`src/hw/rtl/cwc_pkg.sv`:
```
// shared types, constants and codes for the congestion window engine
package cwc_pkg;

   localparam int unsigned FuncWidth   = 2;
   localparam int unsigned WindowWidth = 13;
   localparam int unsigned SegWidth    = 15;
   localparam int unsigned SeqWidth    = 32;
   localparam int unsigned ThrWidth    = 32;
   localparam int unsigned ProdWidth   = WindowWidth + SegWidth;
   localparam int unsigned AddrWidth   = 3;
   localparam int unsigned DataWidth   = 32;

   localparam logic [WindowWidth-1:0] MaxWindow = 13'd4096;
   localparam logic [SegWidth-1:0]    SegReset  = 15'd1024;
   localparam logic [ThrWidth-1:0]    ThrReset  = 32'd65536;

   typedef enum logic [FuncWidth-1:0] {
      FUNC_RESTART = 2'd0,
      FUNC_ROUND   = 2'd1,
      FUNC_ACK     = 2'd2,
      FUNC_TIMEOUT = 2'd3
   } func_type;

   typedef enum logic {
      CSR_SEGMENT   = 1'b0,
      CSR_THRESHOLD = 1'b1
   } csr_index_type;

   typedef struct packed {
      logic [SegWidth-1:0] segment_bytes;
      logic [ThrWidth-1:0] initial_threshold;
   } cfg_type;

   typedef struct packed {
      func_type               func;
      logic [SeqWidth-1:0]    ack_number;
      logic [WindowWidth-1:0] sent_count;
      logic                   end_of_data;
   } req_type;

   typedef struct packed {
      logic [WindowWidth-1:0] window_packets;
      logic [ThrWidth-1:0]    threshold_bytes;
      logic                   mode;
      logic [SeqWidth-1:0]    next_sequence;
      logic                   round_over;
      logic                   fast_retransmit;
      logic                   timed_out;
      logic [WindowWidth-1:0] acks_pending;
      logic                   data_done;
   } rsp_type;

endpackage

```
`src/hw/rtl/cwc_req_if.sv`:
```
// request channel interface carrying one congestion event
interface cwc_req_if;
   logic                               valid;
   logic                               ready;
   logic [cwc_pkg::FuncWidth-1:0]      func;
   logic [cwc_pkg::SeqWidth-1:0]       ack_number;
   logic [cwc_pkg::WindowWidth-1:0]    sent_count;
   logic                               end_of_data;

   modport source (output valid, func, ack_number, sent_count, end_of_data, input ready);
   modport sink   (input valid, func, ack_number, sent_count, end_of_data, output ready);
endinterface

```
`src/hw/rtl/cwc_rsp_if.sv`:
```
// result channel interface carrying the window state after an event
interface cwc_rsp_if;
   logic                               valid;
   logic                               ready;
   logic [cwc_pkg::WindowWidth-1:0]    window_packets;
   logic [cwc_pkg::ThrWidth-1:0]       threshold_bytes;
   logic                               mode;
   logic [cwc_pkg::SeqWidth-1:0]       next_sequence;
   logic                               round_over;
   logic                               fast_retransmit;
   logic                               timed_out;
   logic [cwc_pkg::WindowWidth-1:0]    acks_pending;
   logic                               data_done;

   modport source (output valid, window_packets, threshold_bytes, mode, next_sequence,
                   round_over, fast_retransmit, timed_out, acks_pending, data_done,
                   input ready);
   modport sink   (input valid, window_packets, threshold_bytes, mode, next_sequence,
                   round_over, fast_retransmit, timed_out, acks_pending, data_done,
                   output ready);
endinterface

```
`src/hw/rtl/cwc_csr.sv`:
```
// apb configuration registers: segment size and initial threshold
module cwc_csr (
   input  logic                                clock,
   input  logic                                reset,
   input  logic                                psel,
   input  logic                                penable,
   input  logic                                pwrite,
   input  logic [cwc_pkg::AddrWidth-1:0]       paddr,
   input  logic [cwc_pkg::DataWidth-1:0]       pwdata,
   output logic [cwc_pkg::DataWidth-1:0]       prdata,
   output logic                                pready,
   output cwc_pkg::cfg_type                    cfg
);

   logic [cwc_pkg::SegWidth-1:0] seg_ff, seg_in;
   logic [cwc_pkg::ThrWidth-1:0] thr_ff, thr_in;
   cwc_pkg::csr_index_type       index;
   logic                         wr_en;

   assign pready = 1'b1;
   assign index  = cwc_pkg::csr_index_type'(paddr[2]);
   assign wr_en  = psel && penable && pwrite && pready;

   always_comb begin
      seg_in = seg_ff;
      thr_in = thr_ff;
      if (wr_en) begin
         unique case (index)
            cwc_pkg::CSR_SEGMENT:   seg_in = pwdata[cwc_pkg::SegWidth-1:0];
            cwc_pkg::CSR_THRESHOLD: thr_in = pwdata[cwc_pkg::ThrWidth-1:0];
         endcase
      end
   end

   always_comb begin
      unique case (index)
         cwc_pkg::CSR_SEGMENT:   prdata = cwc_pkg::DataWidth'(seg_ff);
         cwc_pkg::CSR_THRESHOLD: prdata = cwc_pkg::DataWidth'(thr_ff);
      endcase
   end

   always_ff @(posedge clock) begin
      if (reset) begin
         seg_ff <= cwc_pkg::SegReset;
         thr_ff <= cwc_pkg::ThrReset;
      end else begin
         seg_ff <= seg_in;
         thr_ff <= thr_in;
      end
   end

   assign cfg.segment_bytes     = seg_ff;
   assign cfg.initial_threshold = thr_ff;

endmodule

```
`src/hw/rtl/cwc_core.sv`:
```
// congestion state registers and the combinational event update
module cwc_core (
   input  logic               clock,
   input  logic               reset,
   input  logic               step,
   input  cwc_pkg::req_type   req,
   input  cwc_pkg::cfg_type   cfg,
   output cwc_pkg::rsp_type   res
);

   logic [cwc_pkg::WindowWidth-1:0] window_ff, window_in;
   logic [cwc_pkg::ThrWidth-1:0]    thr_ff, thr_in;
   logic                            mode_ff, mode_in;
   logic [cwc_pkg::SeqWidth-1:0]    seq_ff, seq_in;
   logic [cwc_pkg::SeqWidth-1:0]    last_ack_ff, last_ack_in;
   logic [1:0]                      dup_ff, dup_in;
   logic [cwc_pkg::WindowWidth-1:0] pending_ff, pending_in;
   logic                            done_ff, done_in;

   logic [cwc_pkg::ProdWidth-1:0]   win_prod;
   logic [cwc_pkg::ProdWidth-1:0]   sent_prod;
   logic [cwc_pkg::ProdWidth-1:0]   sat_prod;
   logic [cwc_pkg::ProdWidth:0]     grow_prod;
   logic [cwc_pkg::WindowWidth:0]   win_dbl;
   logic                            dbl_sat;
   logic [cwc_pkg::WindowWidth-1:0] win_slow;
   logic [cwc_pkg::WindowWidth-1:0] win_avoid;
   logic                            enter_avoid;
   logic [cwc_pkg::WindowWidth-1:0] sent_clip;
   logic [cwc_pkg::WindowWidth-1:0] pending_dec;
   logic [1:0]                      dup_upd;
   logic                            done_eff;
   logic                            end_round;
   logic                            round_over, fast, tout;

   // window times segment size, shared by collapse and slow start check
   assign win_prod  = cwc_pkg::ProdWidth'(window_ff) * cwc_pkg::ProdWidth'(cfg.segment_bytes);
   assign sent_clip = (req.sent_count > window_ff) ? window_ff : req.sent_count;
   assign sent_prod = cwc_pkg::ProdWidth'(sent_clip) * cwc_pkg::ProdWidth'(cfg.segment_bytes);

   // slow start growth, saturated
   assign win_dbl   = {window_ff, 1'b0};
   assign dbl_sat   = win_dbl > {1'b0, cwc_pkg::MaxWindow};
   assign win_slow  = dbl_sat ? cwc_pkg::MaxWindow : win_dbl[cwc_pkg::WindowWidth-1:0];
   assign sat_prod  = cwc_pkg::ProdWidth'(cfg.segment_bytes) * cwc_pkg::ProdWidth'(cwc_pkg::MaxWindow);
   assign grow_prod = dbl_sat ? {1'b0, sat_prod} : {win_prod, 1'b0};
   assign enter_avoid = cwc_pkg::ThrWidth'(grow_prod) >= thr_ff;
   assign win_avoid = (window_ff < cwc_pkg::MaxWindow) ? window_ff + 1'b1 : window_ff;

   assign pending_dec = pending_ff - 1'b1;
   assign dup_upd     = (last_ack_ff == req.ack_number) ? dup_ff + 1'b1 : 2'd0;

   always_comb begin
      window_in   = window_ff;
      thr_in      = thr_ff;
      mode_in     = mode_ff;
      seq_in      = seq_ff;
      last_ack_in = last_ack_ff;
      dup_in      = dup_ff;
      pending_in  = pending_ff;
      done_in     = done_ff;
      done_eff    = done_ff;
      end_round   = 1'b0;
      round_over  = 1'b0;
      fast        = 1'b0;
      tout        = 1'b0;

      unique case (req.func)
         cwc_pkg::FUNC_RESTART: begin
            window_in  = cwc_pkg::WindowWidth'(1);
            thr_in     = cfg.initial_threshold;
            mode_in    = 1'b0;
            seq_in     = cwc_pkg::SeqWidth'(1);
            pending_in = '0;
            done_in    = 1'b0;
         end
         cwc_pkg::FUNC_ROUND: begin
            if (!mode_ff) begin
               seq_in = seq_ff + cwc_pkg::SeqWidth'(sent_prod);
            end
            done_eff   = done_ff | req.end_of_data;
            done_in    = done_eff;
            pending_in = sent_clip;
            if (sent_clip == '0) begin
               round_over = 1'b1;
               end_round  = 1'b1;
            end
         end
         cwc_pkg::FUNC_ACK: begin
            if (pending_ff != '0) begin
               seq_in      = req.ack_number;
               last_ack_in = req.ack_number;
               dup_in      = dup_upd;
               if (dup_upd == 2'd2) begin
                  // third equal ack: fast retransmit
                  thr_in      = cwc_pkg::ThrWidth'(win_prod >> 1);
                  window_in   = cwc_pkg::WindowWidth'(1);
                  mode_in     = 1'b0;
                  pending_in  = '0;
                  dup_in      = 2'd0;
                  last_ack_in = '0;
                  round_over  = 1'b1;
                  fast        = 1'b1;
               end else begin
                  pending_in = pending_dec;
                  if (pending_dec == '0) begin
                     round_over = 1'b1;
                     end_round  = 1'b1;
                  end
               end
            end
         end
         cwc_pkg::FUNC_TIMEOUT: begin
            if (pending_ff != '0) begin
               thr_in     = cwc_pkg::ThrWidth'(win_prod >> 1);
               window_in  = cwc_pkg::WindowWidth'(1);
               mode_in    = 1'b0;
               pending_in = '0;
               round_over = 1'b1;
               tout       = 1'b1;
            end
         end
      endcase

      if (end_round && !done_eff) begin
         if (!mode_ff) begin
            window_in = win_slow;
            mode_in   = enter_avoid;
         end else begin
            window_in = win_avoid;
         end
      end
   end

   always_ff @(posedge clock) begin
      if (reset) begin
         window_ff   <= cwc_pkg::WindowWidth'(1);
         thr_ff      <= cwc_pkg::ThrReset;
         mode_ff     <= 1'b0;
         seq_ff      <= cwc_pkg::SeqWidth'(1);
         last_ack_ff <= '0;
         dup_ff      <= 2'd0;
         pending_ff  <= '0;
         done_ff     <= 1'b0;
      end else if (step) begin
         window_ff   <= window_in;
         thr_ff      <= thr_in;
         mode_ff     <= mode_in;
         seq_ff      <= seq_in;
         last_ack_ff <= last_ack_in;
         dup_ff      <= dup_in;
         pending_ff  <= pending_in;
         done_ff     <= done_in;
      end
   end

   assign res.window_packets  = window_in;
   assign res.threshold_bytes = thr_in;
   assign res.mode            = mode_in;
   assign res.next_sequence   = seq_in;
   assign res.round_over      = round_over;
   assign res.fast_retransmit = fast;
   assign res.timed_out       = tout;
   assign res.acks_pending    = pending_in;
   assign res.data_done       = done_in;

endmodule

```
`src/hw/rtl/tcp_congestion_window_control.sv`:
```
// top level: request register, event update core, result register and csr port
// path: request register, then the core update into the result register
// throughput: one request per cycle while the result side does not stall
// reset: synchronous, clears both channel stages and loads the window state defaults
// reset: segment size 1024, initial threshold 65536, window 1, sequence 1
module tcp_congestion_window_control (
   input  logic                          clock,
   input  logic                          reset,
   cwc_req_if.sink                       req_bus,
   cwc_rsp_if.source                     rsp_bus,
   input  logic                          psel,
   input  logic                          penable,
   input  logic                          pwrite,
   input  logic [cwc_pkg::AddrWidth-1:0] paddr,
   input  logic [cwc_pkg::DataWidth-1:0] pwdata,
   output logic [cwc_pkg::DataWidth-1:0] prdata,
   output logic                          pready
);

   cwc_pkg::cfg_type cfg;
   cwc_pkg::req_type req_ff, req_in;
   cwc_pkg::rsp_type rsp_ff, res;
   logic             in_valid_ff, in_valid_in;
   logic             rsp_valid_ff, rsp_valid_in;
   logic             advance;

   cwc_csr u_csr (
      .clock   (clock),
      .reset   (reset),
      .psel    (psel),
      .penable (penable),
      .pwrite  (pwrite),
      .paddr   (paddr),
      .pwdata  (pwdata),
      .prdata  (prdata),
      .pready  (pready),
      .cfg     (cfg)
   );

   cwc_core u_core (
      .clock (clock),
      .reset (reset),
      .step  (advance),
      .req   (req_ff),
      .cfg   (cfg),
      .res   (res)
   );

   assign advance       = in_valid_ff && (!rsp_valid_ff || rsp_bus.ready);
   assign req_bus.ready = !in_valid_ff || advance;

   always_comb begin
      req_in.func        = cwc_pkg::func_type'(req_bus.func);
      req_in.ack_number  = req_bus.ack_number;
      req_in.sent_count  = req_bus.sent_count;
      req_in.end_of_data = req_bus.end_of_data;
      in_valid_in        = req_bus.ready ? req_bus.valid : in_valid_ff;
      rsp_valid_in       = advance ? 1'b1 : (rsp_bus.ready ? 1'b0 : rsp_valid_ff);
   end

   always_ff @(posedge clock) begin
      if (reset) begin
         in_valid_ff  <= 1'b0;
         rsp_valid_ff <= 1'b0;
      end else begin
         in_valid_ff  <= in_valid_in;
         rsp_valid_ff <= rsp_valid_in;
      end
   end

   always_ff @(posedge clock) begin
      if (req_bus.valid && req_bus.ready) begin
         req_ff <= req_in;
      end
      if (advance) begin
         rsp_ff <= res;
      end
   end

   assign rsp_bus.valid           = rsp_valid_ff;
   assign rsp_bus.window_packets  = rsp_ff.window_packets;
   assign rsp_bus.threshold_bytes = rsp_ff.threshold_bytes;
   assign rsp_bus.mode            = rsp_ff.mode;
   assign rsp_bus.next_sequence   = rsp_ff.next_sequence;
   assign rsp_bus.round_over      = rsp_ff.round_over;
   assign rsp_bus.fast_retransmit = rsp_ff.fast_retransmit;
   assign rsp_bus.timed_out       = rsp_ff.timed_out;
   assign rsp_bus.acks_pending    = rsp_ff.acks_pending;
   assign rsp_bus.data_done       = rsp_ff.data_done;

   // window stays in range
   assert property (@(posedge clock) disable iff (reset)
      advance |=> (rsp_bus.window_packets != '0) &&
                  (rsp_bus.window_packets <= cwc_pkg::MaxWindow))
      else $error("window out of range");

   // a collapse ends the round and resets the window
   assert property (@(posedge clock) disable iff (reset)
      advance && (res.fast_retransmit || res.timed_out) |->
         res.round_over && (res.window_packets == cwc_pkg::WindowWidth'(1)) &&
         !res.mode && (res.acks_pending == '0))
      else $error("collapse left inconsistent state");

   // fast retransmit and timeout never together
   assert property (@(posedge clock) disable iff (reset)
      rsp_bus.valid |-> !(rsp_bus.fast_retransmit && rsp_bus.timed_out))
      else $error("both collapse flags set");

   // a held request is not lost while the result side stalls
   assert property (@(posedge clock) disable iff (reset)
      in_valid_ff && !advance |=> in_valid_ff && $stable(req_ff))
      else $error("stalled request dropped");

endmodule
```
`src/flat_wrapper.sv`:
```
// flat-port wrapper written by rule: the top's interface ports become plain ports
module tcp_congestion_window_control_flat 
  (clock, reset, psel, penable, pwrite, paddr, pwdata, prdata, pready, req_bus_valid, req_bus_func, req_bus_ack_number, req_bus_sent_count, req_bus_end_of_data, req_bus_ready, rsp_bus_valid, rsp_bus_window_packets, rsp_bus_threshold_bytes, rsp_bus_mode, rsp_bus_next_sequence, rsp_bus_round_over, rsp_bus_fast_retransmit, rsp_bus_timed_out, rsp_bus_acks_pending, rsp_bus_data_done, rsp_bus_ready);
  cwc_req_if req_bus_i ();
  cwc_rsp_if rsp_bus_i ();
  input  logic clock;
  input  logic reset;
  input  logic psel;
  input  logic penable;
  input  logic pwrite;
  input  logic [cwc_pkg::AddrWidth-1:0] paddr;
  input  logic [cwc_pkg::DataWidth-1:0] pwdata;
  output logic [cwc_pkg::DataWidth-1:0] prdata;
  output logic pready;
  input wire logic [$bits(req_bus_i.valid)-1:0] req_bus_valid;
  input wire logic [$bits(req_bus_i.func)-1:0] req_bus_func;
  input wire logic [$bits(req_bus_i.ack_number)-1:0] req_bus_ack_number;
  input wire logic [$bits(req_bus_i.sent_count)-1:0] req_bus_sent_count;
  input wire logic [$bits(req_bus_i.end_of_data)-1:0] req_bus_end_of_data;
  output wire logic [$bits(req_bus_i.ready)-1:0] req_bus_ready;
  output wire logic [$bits(rsp_bus_i.valid)-1:0] rsp_bus_valid;
  output wire logic [$bits(rsp_bus_i.window_packets)-1:0] rsp_bus_window_packets;
  output wire logic [$bits(rsp_bus_i.threshold_bytes)-1:0] rsp_bus_threshold_bytes;
  output wire logic [$bits(rsp_bus_i.mode)-1:0] rsp_bus_mode;
  output wire logic [$bits(rsp_bus_i.next_sequence)-1:0] rsp_bus_next_sequence;
  output wire logic [$bits(rsp_bus_i.round_over)-1:0] rsp_bus_round_over;
  output wire logic [$bits(rsp_bus_i.fast_retransmit)-1:0] rsp_bus_fast_retransmit;
  output wire logic [$bits(rsp_bus_i.timed_out)-1:0] rsp_bus_timed_out;
  output wire logic [$bits(rsp_bus_i.acks_pending)-1:0] rsp_bus_acks_pending;
  output wire logic [$bits(rsp_bus_i.data_done)-1:0] rsp_bus_data_done;
  input wire logic [$bits(rsp_bus_i.ready)-1:0] rsp_bus_ready;
  assign req_bus_i.valid = req_bus_valid;
  assign req_bus_i.func = req_bus_func;
  assign req_bus_i.ack_number = req_bus_ack_number;
  assign req_bus_i.sent_count = req_bus_sent_count;
  assign req_bus_i.end_of_data = req_bus_end_of_data;
  assign req_bus_ready = req_bus_i.ready;
  assign rsp_bus_valid = rsp_bus_i.valid;
  assign rsp_bus_window_packets = rsp_bus_i.window_packets;
  assign rsp_bus_threshold_bytes = rsp_bus_i.threshold_bytes;
  assign rsp_bus_mode = rsp_bus_i.mode;
  assign rsp_bus_next_sequence = rsp_bus_i.next_sequence;
  assign rsp_bus_round_over = rsp_bus_i.round_over;
  assign rsp_bus_fast_retransmit = rsp_bus_i.fast_retransmit;
  assign rsp_bus_timed_out = rsp_bus_i.timed_out;
  assign rsp_bus_acks_pending = rsp_bus_i.acks_pending;
  assign rsp_bus_data_done = rsp_bus_i.data_done;
  assign rsp_bus_i.ready = rsp_bus_ready;
  tcp_congestion_window_control u_core (.clock(clock), .reset(reset), .req_bus(req_bus_i), .rsp_bus(rsp_bus_i), .psel(psel), .penable(penable), .pwrite(pwrite), .paddr(paddr), .pwdata(pwdata), .prdata(prdata), .pready(pready));
endmodule
```
`config.mk`:
```
export PLATFORM = sky130hd
export DESIGN_NAME = tcp_congestion_window_control_flat
export DESIGN_NICKNAME = d
export VERILOG_FILES = /design/src/hw/rtl/cwc_pkg.sv /design/src/hw/rtl/cwc_req_if.sv /design/src/hw/rtl/cwc_rsp_if.sv /design/src/hw/rtl/cwc_csr.sv /design/src/hw/rtl/cwc_core.sv /design/src/hw/rtl/tcp_congestion_window_control.sv /design/src/flat_wrapper.sv
export SDC_FILE = /design/constraint.sdc
export NUM_CORES = 2
export LEC_CHECK = 0
export BUFFER_PORTS_ARGS = -buffer_cell sky130_fd_sc_hd__buf_2
export CAP_MARGIN = 30
export CORE_UTILIZATION = 45
export DETAILED_ROUTE_END_ITERATION = 10
export SETUP_SLACK_MARGIN = 0.02
export SYNTH_ARGS = -nofsm -noshare
export SYNTH_HDL_FRONTEND = slang
export SYNTH_SLANG_ARGS = --single-unit
```
`constraint.sdc`:
```
create_clock -name clock -period 17.4 [get_ports clock]
set_clock_uncertainty 0.1 [all_clocks]
set_input_delay 0.87 -clock clock [delete_from_list [all_inputs] [get_ports clock]]
set_output_delay 0.87 -clock clock [all_outputs]
set_load 0.1 [all_outputs]
```
# After elaboration in Yosys (flattened, before gate mapping)
# Index checks and enable logic that the tools add are counted.
# op_classes
add_sub_neg	4
multipliers	2
div_mod_pow	0
magnitude_cmp	4
n_eq_ne	5
shifts	0
n_mux	45
bitwise_logic	2
reduce_logical	19
# ops
op	count
two-way mux 32 bit	6
one-hot mux 32 bit (3 select lines)	2
two-way mux 13 bit	11
one-hot mux 32 bit (2 select lines)	1
multiplier 13 x 15 -> 28 bit	2
one-hot mux 13 bit (4 select lines)	1
one-hot mux 13 bit (3 select lines)	1
adder 32 x 28 -> 32 bit	1
== test 32 bit	1
greater-or-equal comparator 29 x 32 -> 1 bit	1
two-way mux 29 bit	1
zero test 13 bit	2
two-way mux 1 bit	16
> comparator 14 x 13 -> 1 bit, second input constant	1
adder 13 x 1 -> 13 bit, second input constant	1
> comparator 13 bit	1
less-than comparator 13 bit, second input constant	1
nonzero test 13 bit	1
subtractor 13 x 1 -> 13 bit, second input constant	1
== test 2 bit, second input constant	3
one-hot mux 1 bit (3 select lines)	2
AND reduction 2 bit	3
logical AND 1 bit	5
two-way mux 2 bit	2
other kinds (10)	14
# word_totals
ff_bits	318
latch_bits	0
mem_bits_rw	0
romBits	0
input_bits	90
out_inout_bits	130
elab_cells	106
memories	0

# Longest topological paths before layout
# logic_depth
word_depth	8
mapped_depth	34
mapped_depth_nobuf	29

# Hierarchy
# From an unflattened synthesis, not the netlist that was laid out.
# hier_totals
hier_cells	3214
area_unflattened_um2	29524.6
# modules_own_cells
module	n_inst	cells_per_inst	area_each_um2	seq_area_each_um2
cwc_core	1	2833	22771.8	2522.4
tcp_congestion_window_control	1	153	4398.0	4334.2
cwc_csr	1	228	2354.8	940.9

# Worst setup path after synthesis
# Ideal clock, no wire load.
# synth_path
path_type	reg2reg
start	register u_core.u_core.window_ff[12] (netlist name)
end	register u_core.rsp_ff, in the netlist u_core.rsp_bus.next_sequence[22] (data pin)
setup_ps	269
arrival_time_ps	7983
required_ps	17031
slack_ps	9049
path_stages_with_launch	32
n_path_buf	4
synth_period_minus_slack_ps	8351
path_cell_list	dfxtp_1 > clkbuf_1 > inv_1 > clkbuf_1 > ha_1 > nand3_1 > nor3_1 > o31ai_1 > a21boi_1 > buf_2 > mux2i_1 > clkbuf_1 > nor2b_1 > fa_1 > inv_1 > fa_1 > inv_1 > fa_1 > fa_1 > fa_1 > inv_1 > fa_1 > inv_1 > ha_1 > a21o_1 > a21o_1 > a21o_1 > or3_1 > o2111a_1 > or3_1 > a32oi_1 > o21ai_0
# synth_lines
element	line_no	rtl
start, declared	cwc_core.sv:11	logic [cwc_pkg::WindowWidth-1:0] window_ff, window_in;
start signal, assigned	cwc_core.sv:137	window_ff <= cwc_pkg::WindowWidth'(1);
start signal, assigned	cwc_core.sv:146	window_ff <= window_in;
end signal, assigned	tcp_congestion_window_control.sv:76	rsp_ff <= res;
end, declared	tcp_congestion_window_control.sv:22	cwc_pkg::rsp_type rsp_ff, res;

==> flow_metrics.env <==
export IMPL_outcome="finished clean"
export IMPL_critical_path_top_delay_family="adder cells"
export IMPL_fillerInstances=6014
export IMPL_worstSkewPairLatency_ns=0.53
export IMPL_crit_type="reg -> reg"
export IMPL_routed_wl_mm=87.7
export IMPL_ys_flop_type="dfxtp_1"
export IMPL_hold_viol_final=0
export IMPL_critPathBufInv=6
export IMPL_rrSetupSlack_ns=7.38
export IMPL_critPathCaptureType="flop"
export IMPL_cts_htree_levels=2
export IMPL_setup_viol=0
export IMPL_reg2reg_to="u_core.rsp_bus.next_sequence[30]"
export IMPL_dr_pass1_iters=9
export IMPL_area_delta_synth_final_pct=10.3
export IMPL_synth_edf_count=143
export IMPL_cp_slowest_stage_delay_ns=0.92
export IMPL_root_buffer="clkbuf_16"
export IMPL_cts_buffers=34
export IMPL_fin_crit_ns=10.02
export IMPL_seq_area_frac_synth_pct=26.6
export IMPL_tightest_slew_ns=0.993
export IMPL_switchingPower_mw=0.611
export IMPL_ys_ff_latch=318
export IMPL_swShare_pct=30.9
export IMPL_wl_per_cell_microns=20.7
export IMPL_slew_headroom_pct=33.8
export IMPL_io_pins=220
export IMPL_core_area_sq_um=64500
export IMPL_antenna_left=0
export IMPL_peakVddDrop_uv=60.3
export IMPL_antenna_found_initial=1
export IMPL_layout_setup_ws_ns=7.38
export IMPL_rows=93
export IMPL_syn_area_sq_um=29300
export IMPL_nNetsFinal=3976
export IMPL_max_freq_mhz=99.8
export IMPL_finalSetupTns_ns=0
export IMPL_slowest_stage="dfxtp_1"
export IMPL_avgSynthCellArea_sq_um=9.01
export IMPL_die_height_microns=257
export IMPL_p_int_mw=1.37
export IMPL_place_hpwl_mm=64.9
export IMPL_r2r_cells=28
export IMPL_ys_warn_count=0
export IMPL_vias=23900
export IMPL_place_gp_congestion=0.949
export IMPL_cpMostUsedCell="fa_1"
export IMPL_grtUsageTotal_pct=26.8
export IMPL_holdCritPathClass="reg -> reg"
export IMPL_hold_ws_ns=0.362
export IMPL_grt_max_degree=90
export IMPL_synthCells=3256
export IMPL_syn_nets=3868
export IMPL_cts_setup_buffers=0
export IMPL_fin_util_pct=50.1
export IMPL_rsz0062_at_grt="no"
export IMPL_hold_path_end="u_core.u_core.dup_ff[1]"
export IMPL_dpl_worst_slack_ns=7.78
export IMPL_tritoncts="built"
export IMPL_p_leak_nw=14.5
export IMPL_ys_async_sr_fraction_pct=0
export IMPL_grt_ovfl_total=0
export IMPL_fin_crit_sh_pct=57.6
export IMPL_power_share_clock_pct=38.9
export IMPL_hold_path_startpoint="u_core.u_core.dup_ff[1]"
export IMPL_grt_pass1_wl_mm=139
export IMPL_post_dp_cell_area_sq_um=31100
export IMPL_cp_max_fo=21
export IMPL_cap_violations=0
export IMPL_port_buffers=216
export IMPL_die_x_microns=257
export IMPL_cp_start_kind="flop"
export IMPL_drtIter0Drc=1950
export IMPL_required_ns=17.59
export IMPL_whs_path_depth=1
export IMPL_dieArea_sq_um=66200
export IMPL_pwr_share_comb_pct=18.8
export IMPL_maxSlewViolCount=0
export IMPL_vias_per_cell=5.64
export IMPL_seq_power_share_pct=42.3
export IMPL_p_per_area_nw_per_um2=61.2
export IMPL_crit_start="u_core.u_core.window_ff[7]"
export IMPL_ys_types=99
export IMPL_clockBufferDepth=3
export IMPL_r2r_start="u_core.u_core.window_ff[7]"
export IMPL_fin_area_sq_um=32300
export IMPL_cts_resized=0
export IMPL_final_layout_size_suffix_gt1_share_pct=12.2
export IMPL_cts_hold_repair_buffers=0
export IMPL_grt_pass1_vias=24300
export IMPL_drc_errors=0
export IMPL_path_clk_slew_ns=0.06
export IMPL_initial_core_util_pct=45.5
export IMPL_arrival_ns=10.21
export IMPL_cts_sinks=318
## through the flow
stage	std cells	power [mW]
detailed placement	4183	1.22
global route	4245	2.05
CTS	4245	1.99
finish	4246	1.98
floorplan	3256	1.12
global placement	4174	1.21
## cells in the mapped netlist, drive strengths merged (10+ instances only)
library cell | instances | area share, %
nand3 | 81 | 1.4
or3 | 11 | 0.23
buf | 42 | 0.85
o22ai | 10 | 0.21
ha | 210 | 9.0
xor2 | 17 | 0.51
a31o | 12 | 0.36
clkbuf | 159 | 2.0
nor3 | 37 | 0.65
edfxtp | 143 | 15
dfxtp | 175 | 12
mux2 | 29 | 1.1
a211oi | 14 | 0.38
nand4 | 22 | 0.47
and2 | 190 | 4.1
and3 | 25 | 0.55
xnor2 | 67 | 2.0
nor2 | 98 | 1.3
inv | 481 | 6.2
nor4 | 12 | 0.26
a21o | 30 | 0.77
a32oi | 13 | 0.39
o32ai | 13 | 0.52
o21ai | 119 | 2.1
nand2 | 492 | 6.3
mux2i | 10 | 0.34
a22oi | 45 | 1.2
a31oi | 18 | 0.38
fa | 312 | 21
a222oi | 11 | 0.38
o21a | 20 | 0.54
nand2b | 12 | 0.26
a21oi | 175 | 3.0
nor2b | 22 | 0.49
## cell families (layout without fill, tap and decap cells)
family / count (synthesis) / after routing / synth area share [%]
buf+inv: 684 / 818 / 9.07
compound gates: 579 / 579 / 13.3
mux: 39 / 39 / 1.46
flops: 318 / 318 / 26.6
fa+ha+maj: 522 / 522 / 30.3
other cells: 1 / 2 / 0.0128
xor+xnor: 84 / 84 / 2.51
simple gates: 1029 / 1029 / 16.8
## per-layer routing
metal	routed length, microns	part of all wire, %	up-vias	global-route usage, %
li1	-	-	10900	-
met1	36000	41	12000	34.4
met2	43300	49	857	46.5
met3	5220	5.9	187	2.96
met4	3250	3.7	0	9.06
met5	0	0	-	0
## power groups by stage
stage / combinational [mW] / clock [mW] / sequential [mW]
global route: 0.399 / 0.809 / 0.839
detailed placement: 0.367 / 0 / 0.853
CTS: 0.370 / 0.781 / 0.837
finish: 0.371 / 0.770 / 0.837
floorplan: 0.194 / 0 / 0.923
global placement: 0.363 / 0 / 0.852
## registers in the layout (all words and copies together), names as in the netlist, 2 cells and up
name	flops
u_core.u_core.pending_ff	13
u_core.rsp_bus.next_sequence	32
u_core.req_ff	48
u_core.u_core.dup_ff	2
u_core.u_core.thr_ff	32
u_core.rsp_bus.threshold_bytes	32
u_core.u_core.window_ff	13
u_core.u_csr.seg_ff	15
u_core.u_core.last_ack_ff	32
u_core.u_core.seq_ff	32
u_core.rsp_bus.window_packets	13
u_core.rsp_bus.acks_pending	13
u_core.u_csr.thr_ff	32
## worst max path at each step
stage,to,slack (ns),cells past startpoint
final,u_core.rsp_bus.next_sequence[30],7.38,28
after CTS,u_core.rsp_bus.next_sequence[30],7.66,28
after detailed placement,u_core.rsp_bus.next_sequence[30],7.78,28
after floorplan,u_core.rsp_bus.next_sequence[22],9.05,31
after global placement,u_core.rsp_bus.next_sequence[30],6.94,27
after global routing,u_core.rsp_bus.next_sequence[30],7.01,28
## layout make-up
type	instances	area [sq um]	area share, %
clock inverter	17	174	0.538
timing repair buffer	273	1570	4.85
multi-input combinational	2254	18900	58.4
inverter	483	1820	5.62
antenna	1	2.50	0.00774
tap	855	1070	3.31
sequential	318	7800	24.1
clock buffer	45	1010	3.12
## placed cells by master, fill, tap and decap left out, types with 13 or more instances in the layout
master     instances
and2_1           188
dfxtp_1          171
xor2_1            17
nor2_1            93
clkbuf_16         39
xnor2_1           67
a31oi_1           18
nand3_1           81
and3_1            24
buf_2            215
a211oi_1          13
a21oi_1          174
a21o_1            30
nor2b_1           20
nand4_1           22
nor3_1            36
inv_1            480
mux2_2            28
o21ai_0          106
buf_4             54
fa_1             312
o21a_1            19
ha_1             209
a22oi_1           45
edfxtp_1         143
a32oi_1           13
nand2_1          492
Note: power is estimated with default switching activity, not from simulation.
